==> config.mk <==
export PLATFORM = sky130hd
export DESIGN_NAME = btlpm_ctrl
export DESIGN_NICKNAME = d
export VERILOG_FILES = /design/src/btlpm_pkg.sv /design/src/btlpm_ctrl.sv
export SDC_FILE = /design/constraint.sdc
export NUM_CORES = 1
export LEC_CHECK = 0
export BUFFER_PORTS_ARGS = -buffer_cell sky130_fd_sc_hd__buf_4
export CAP_MARGIN = 40
export CORE_AREA = 2 2 39 41
export CTS_CLUSTER_DIAMETER = 40
export DETAILED_ROUTE_END_ITERATION = 7
export DIE_AREA = 0 0 41 43
export PLACE_DENSITY = 0.44
export SYNTH_ARGS = -nofsm -noshare
export SYNTH_HDL_FRONTEND = slang
export SYNTH_SLANG_ARGS = --single-unit
==> constraint.sdc <==
create_clock -name i_clk -period 3.26 [get_ports i_clk]
set_input_delay 0.652 -clock i_clk [delete_from_list [all_inputs] [get_ports i_clk]]
set_output_delay 0.652 -clock i_clk [all_outputs]
set_load 0.03 [all_outputs]
==> src/btlpm_pkg.sv <==
// ---------------------------------------------------------------------------
// btlpm_pkg
// types, sizes and control structs of the binary trie route table
// ---------------------------------------------------------------------------
package btlpm_pkg;

    // sizes
    localparam int NODE_COUNT = 65536;
    localparam int ADDR_W     = 32;
    localparam int IDX_W      = $clog2(NODE_COUNT);
    localparam int FREE_W     = IDX_W + 1;
    localparam int PORT_W     = 15;
    localparam int PLEN_W     = 6;
    localparam int DEPTH_W    = 6;

    // node types
    localparam logic NODE_ROUTE  = 1'b1;
    localparam logic NODE_BRANCH = 1'b0;

    // request kinds
    localparam logic KIND_LOOKUP = 1'b0;
    localparam logic KIND_ADD    = 1'b1;

    // derived constants
    localparam logic [FREE_W-1:0]  FREE_LIMIT = FREE_W'(NODE_COUNT);
    localparam logic [FREE_W-1:0]  FREE_RESET = FREE_W'(1);
    localparam logic [DEPTH_W-1:0] DEPTH_MAX  = DEPTH_W'(ADDR_W);
    localparam logic [PLEN_W-1:0]  PLEN_MAX   = PLEN_W'(ADDR_W);

    // request payload
    typedef struct packed {
        logic              kind;
        logic [ADDR_W-1:0] addr;
        logic [PLEN_W-1:0] prefix_len;
        logic [PORT_W-1:0] route_port;
    } t_in;

    // result payload
    typedef struct packed {
        logic [PORT_W-1:0] port;
        logic              found;
        logic              table_full;
    } t_out;

    // one trie node in the store
    typedef struct packed {
        logic              ntype;
        logic [PORT_W-1:0] port;
        logic [IDX_W-1:0]  kid1;
        logic [IDX_W-1:0]  kid0;
    } t_node;

    localparam int NODE_W = $bits(t_node);

    // controller to datapath
    typedef struct packed {
        logic load;
        logic step;
        logic record;
        logic set_full;
        logic latch;
        logic alloc;
        logic finish;
        logic emit;
    } t_cmd;

    // datapath to controller
    typedef struct packed {
        logic kind;
        logic child_zero;
        logic depth_lt_plen;
        logic depth_max;
        logic table_full;
        logic out_busy;
    } t_sts;

endpackage

==> src/btlpm_ctrl.sv <==
// ---------------------------------------------------------------------------
// btlpm_ctrl
// sequencer for trie walk, capacity check, node allocation and result
// ---------------------------------------------------------------------------
module btlpm_ctrl (
    input  logic            i_clk,
    input  logic            i_rst_n,
    input  logic            i_in_valid,
    output logic            o_in_ready,
    input  btlpm_pkg::t_sts i_sts,
    output btlpm_pkg::t_cmd o_cmd
);

    localparam logic [2:0] S_IDLE  = 3'd0;
    localparam logic [2:0] S_WALK  = 3'd1;
    localparam logic [2:0] S_CHECK = 3'd2;
    localparam logic [2:0] S_ALLOC = 3'd3;
    localparam logic [2:0] S_DONE  = 3'd4;

    logic [2:0] r_state;
    logic [2:0] n_state;

    // state register
    always_ff @(posedge i_clk) begin
        if (!i_rst_n) begin
            r_state <= S_IDLE;
        end else begin
            r_state <= n_state;
        end
    end

    // next state and commands
    always_comb begin
        n_state    = r_state;
        o_cmd      = '0;
        o_in_ready = 1'b0;
        case (r_state)
            S_IDLE: begin
                o_in_ready = 1'b1;
                if (i_in_valid) begin
                    o_cmd.load = 1'b1;
                    n_state    = S_WALK;
                end
            end
            S_WALK: begin
                if (i_sts.kind == btlpm_pkg::KIND_ADD) begin
                    if (i_sts.depth_lt_plen && !i_sts.child_zero) begin
                        o_cmd.step = 1'b1;
                    end else begin
                        n_state = S_CHECK;
                    end
                end else begin
                    o_cmd.record = 1'b1;
                    if (i_sts.depth_max || i_sts.child_zero) begin
                        n_state = S_DONE;
                    end else begin
                        o_cmd.step = 1'b1;
                    end
                end
            end
            S_CHECK: begin
                if (i_sts.table_full) begin
                    o_cmd.set_full = 1'b1;
                    n_state        = S_DONE;
                end else begin
                    o_cmd.latch = 1'b1;
                    n_state     = S_ALLOC;
                end
            end
            S_ALLOC: begin
                if (i_sts.depth_lt_plen) begin
                    o_cmd.alloc = 1'b1;
                end else begin
                    o_cmd.finish = 1'b1;
                    n_state      = S_DONE;
                end
            end
            S_DONE: begin
                if (!i_sts.out_busy) begin
                    o_cmd.emit = 1'b1;
                    n_state    = S_IDLE;
                end
            end
            default: begin
                n_state = S_IDLE;
            end
        endcase
    end

endmodule

==> impl_metrics.env <==
export IMPL_gp_congestion=0.724
export IMPL_rrSetupSlack_ns=1.67
export IMPL_wl_per_cell_um=9.84
export IMPL_yosys_area_top_type_share_pct=21.1
export IMPL_hold_class="register to register"
export IMPL_cp_cell_sequence="or3b_4 -> a211oi_4 -> buf_4"
export IMPL_cts_setup_buffers=0
export IMPL_post_dp_hpwl_um=547
export IMPL_synth_enable_flop_cells=0
export IMPL_portBuffers=17
export IMPL_grt_max_degree=13
export IMPL_rsz0062_at_grt="false"
export IMPL_cts_buffer_depth=2
export IMPL_grt_usage_pct=9.93
export IMPL_yosysWarnings=0
export IMPL_largest_register="r_state"
export IMPL_cts_buffers=3
export IMPL_syn2layout_area_growth_pct=55.9
export IMPL_cap_viol_max_count=0
export IMPL_endpoint_kind="output port"
export IMPL_async_flop_share_pct=0
export IMPL_p_leak_nw=0.210
export IMPL_ys_ff_latch=3
export IMPL_slowest_delay_ns=0.53
export IMPL_clock_fmax_ghz=0.446
export IMPL_peakVddDrop_uv=159
export IMPL_multi_input_area_um2=205
export IMPL_syn_area_per_cell_um2=7.47
export IMPL_setup_viol=0
export IMPL_largest_register_ffs=3
export IMPL_worst_slew_pin_slew_ns=0.360
export IMPL_ys_types=23
export IMPL_arrival_ns=1.59
export IMPL_hold_buffers=0
export IMPL_dr_first_iter_drc_count=11
export IMPL_top_layer="met3"
export IMPL_critPathBufInv=1
export IMPL_core_area_um2=1380
export IMPL_timing_final_crit_share_pct=68.8
export IMPL_cts_tree="yes"
export IMPL_dr_pass1_iters=4
export IMPL_hold_violations=0
export IMPL_r2r_start="r_state[0]"
export IMPL_ioPinCount=18
export IMPL_critPathLaunch="r_state[0]"
export IMPL_ant_nets=0
export IMPL_power_density_nw_per_um2=476
export IMPL_critPathKind="register to output port"
export IMPL_synth_top_cell_by_area="dfxtp_1"
export IMPL_layout_drive_gt1_share_pct=42.1
export IMPL_cts_root_buf="clkbuf_4"
export IMPL_fin_crit_ns=2.24
export IMPL_synth_area_um2=284
export IMPL_antenna_found_initial=0
export IMPL_postSynthNetCount=47
export IMPL_grt_ovfl_total=0
export IMPL_syn_inst=38
export IMPL_maxSlewViolCount=0
export IMPL_htree_levels=1
export IMPL_die_area_um2=1760
export IMPL_die_h_um=43
export IMPL_clock_skew_final_ns=0.00365
export IMPL_clkSinkCount=3
export IMPL_cts_resized_gates=0
export IMPL_relSlewSlack_pct=75.9
export IMPL_critPathMaxFanout=12
export IMPL_viasPerCell=4.36
export IMPL_ys_top_cells_by_area="dfxtp_1 21%, nand2b_1 8.8%, a211oi_4 7.0%, a21oi_1 5.3%, nand2_1 5.3%"
export IMPL_start_kind="register"
export IMPL_antennaDiodeCount=0
export IMPL_wl_met1_um=345
export IMPL_required_ns=2.61
export IMPL_fillers=165
export IMPL_ys_flop_type="dfxtp_1"
export IMPL_first_global_vias=305
export IMPL_die_w_um=41
export IMPL_post_synth_most_frequent_cells="4 x nand2_1, 4 x nand2b_1, 4 x nor2_1"
export IMPL_ys_seq_area_share_pct=21.1
export IMPL_min_path_cells=2
export IMPL_design_area_um2=443
export IMPL_drc=0
export IMPL_clk_latency_ns=0.23
export IMPL_crit_slowest_cell="dfxtp_1"
export IMPL_worst_r2r_path_depth=4
export IMPL_top_regs="r_state x3"
export IMPL_place_area_um2=417
export IMPL_clk_pin_slew_worst_paths_ns=0.04
export IMPL_start_util_pct=20.5
export IMPL_tns_ns=0
export IMPL_fin_nets=67
export IMPL_finalWirelength_um=718
export IMPL_grt_pass1_wl_um=1170
export IMPL_status="complete, no violations"
export IMPL_cp_top_family="flip-flops"
export IMPL_dr_wl_met3_um=44
export IMPL_seqCellArea_um2=60.1
export IMPL_crit_cells=3
export IMPL_rows=14
export IMPL_reg2reg_to="r_state[2]"
export IMPL_worstSetupEndpoint="o_cmd[6]"
export IMPL_route_met2_wl_um=328
export IMPL_vias=318
-- how the worst min path moves through the flow --
stage | to | from | slack (ns)
floorplan | r_state[2] | r_state[2] | 0.50
global placement | r_state[2] | r_state[2] | 0.58
detailed placement | r_state[2] | r_state[2] | 0.57
CTS | r_state[2] | r_state[2] | 0.58
global route | r_state[2] | r_state[2] | 0.63
finish | r_state[2] | r_state[2] | 0.57
-- placed cells by master, fill, tap and decap left out --
| master | count |
|---|---|
| buf_4 | 17 |
| nor2_1 | 4 |
| nand2_1 | 4 |
| nand2b_1 | 4 |
| a21oi_1 | 3 |
| clkbuf_4 | 3 |
| dfxtp_1 | 3 |
| nor3_1 | 2 |
| nor3b_1 | 2 |
| or3b_4 | 1 |
| nor2b_1 | 1 |
| and3_1 | 1 |
| inv_1 | 1 |
| or2_2 | 1 |
| a211oi_4 | 1 |
| and2_1 | 1 |
| a31oi_1 | 1 |
| nand3b_1 | 1 |
| nand3_1 | 1 |
| nand2b_2 | 1 |
| mux2i_1 | 1 |
| nor4_1 | 1 |
| o211a_1 | 1 |
| clkbuf_1 | 1 |
-- metal layers --
layer  global-route usage, %  up-vias
met5                       0        -
met4                    8.00        0
met3                    3.14        0
met2                    13.4       11
met1                    12.2      137
li1                        -      170
-- cell type report --
class	instances	share of cell area, %
Inverter	1	0.847
Tap cell	16	4.52
Timing Repair Buffer	17	28.8
Multi-Input combinational cell	32	46.3
Clock buffer	4	5.93
Sequential cell	3	13.6
-- kinds of logic (layout without fill, tap and decap cells) --
logic type | count (synthesis) | count (layout) | synth area share [%]
and+or+nand+nor | 25 | 25 | 50.7
buffers and inverters | 3 | 22 | 6.61
muxes | 1 | 1 | 3.52
DFF | 3 | 3 | 21.1
AOI/OAI and AO/OA | 6 | 6 | 18.1
-- stage by stage --
stage          hold WS, ns  setup WS [ns]  cells  total power [mW]  util (%)
3_3_place_gp         0.576           1.05     69             0.148      30.1
3_5_place_dp         0.570           1.05     69             0.147      30.1
2_1_floorplan        0.503          0.967     38             0.118         -
4_1_cts              0.577           1.00     73             0.214      32.0
5_1_grt              0.633          0.917     73             0.231      32.0
6_report             0.575           1.02     73             0.211      32.0
-- power by group --
| part | leakage [nW] | internal [mW] | switching [mW] |
|---|---|---|---|
| Combinational | 0.171 | 0.0421 | 0.0499 |
| Sequential | 0.0246 | 0.0419 | 0.0122 |
| Clock | 0.0150 | 0.0458 | 0.0187 |
| Total | 0.210 | 0.130 | 0.0809 |
-- tightest hold or removal path, delay by kind of cell (launching register included) --
kind	cells	cell delay, ns
and+or+nand+nor	1	0.09
muxes	1	0.06
DFF	1	0.37
(Power assumes the default switching activity.)
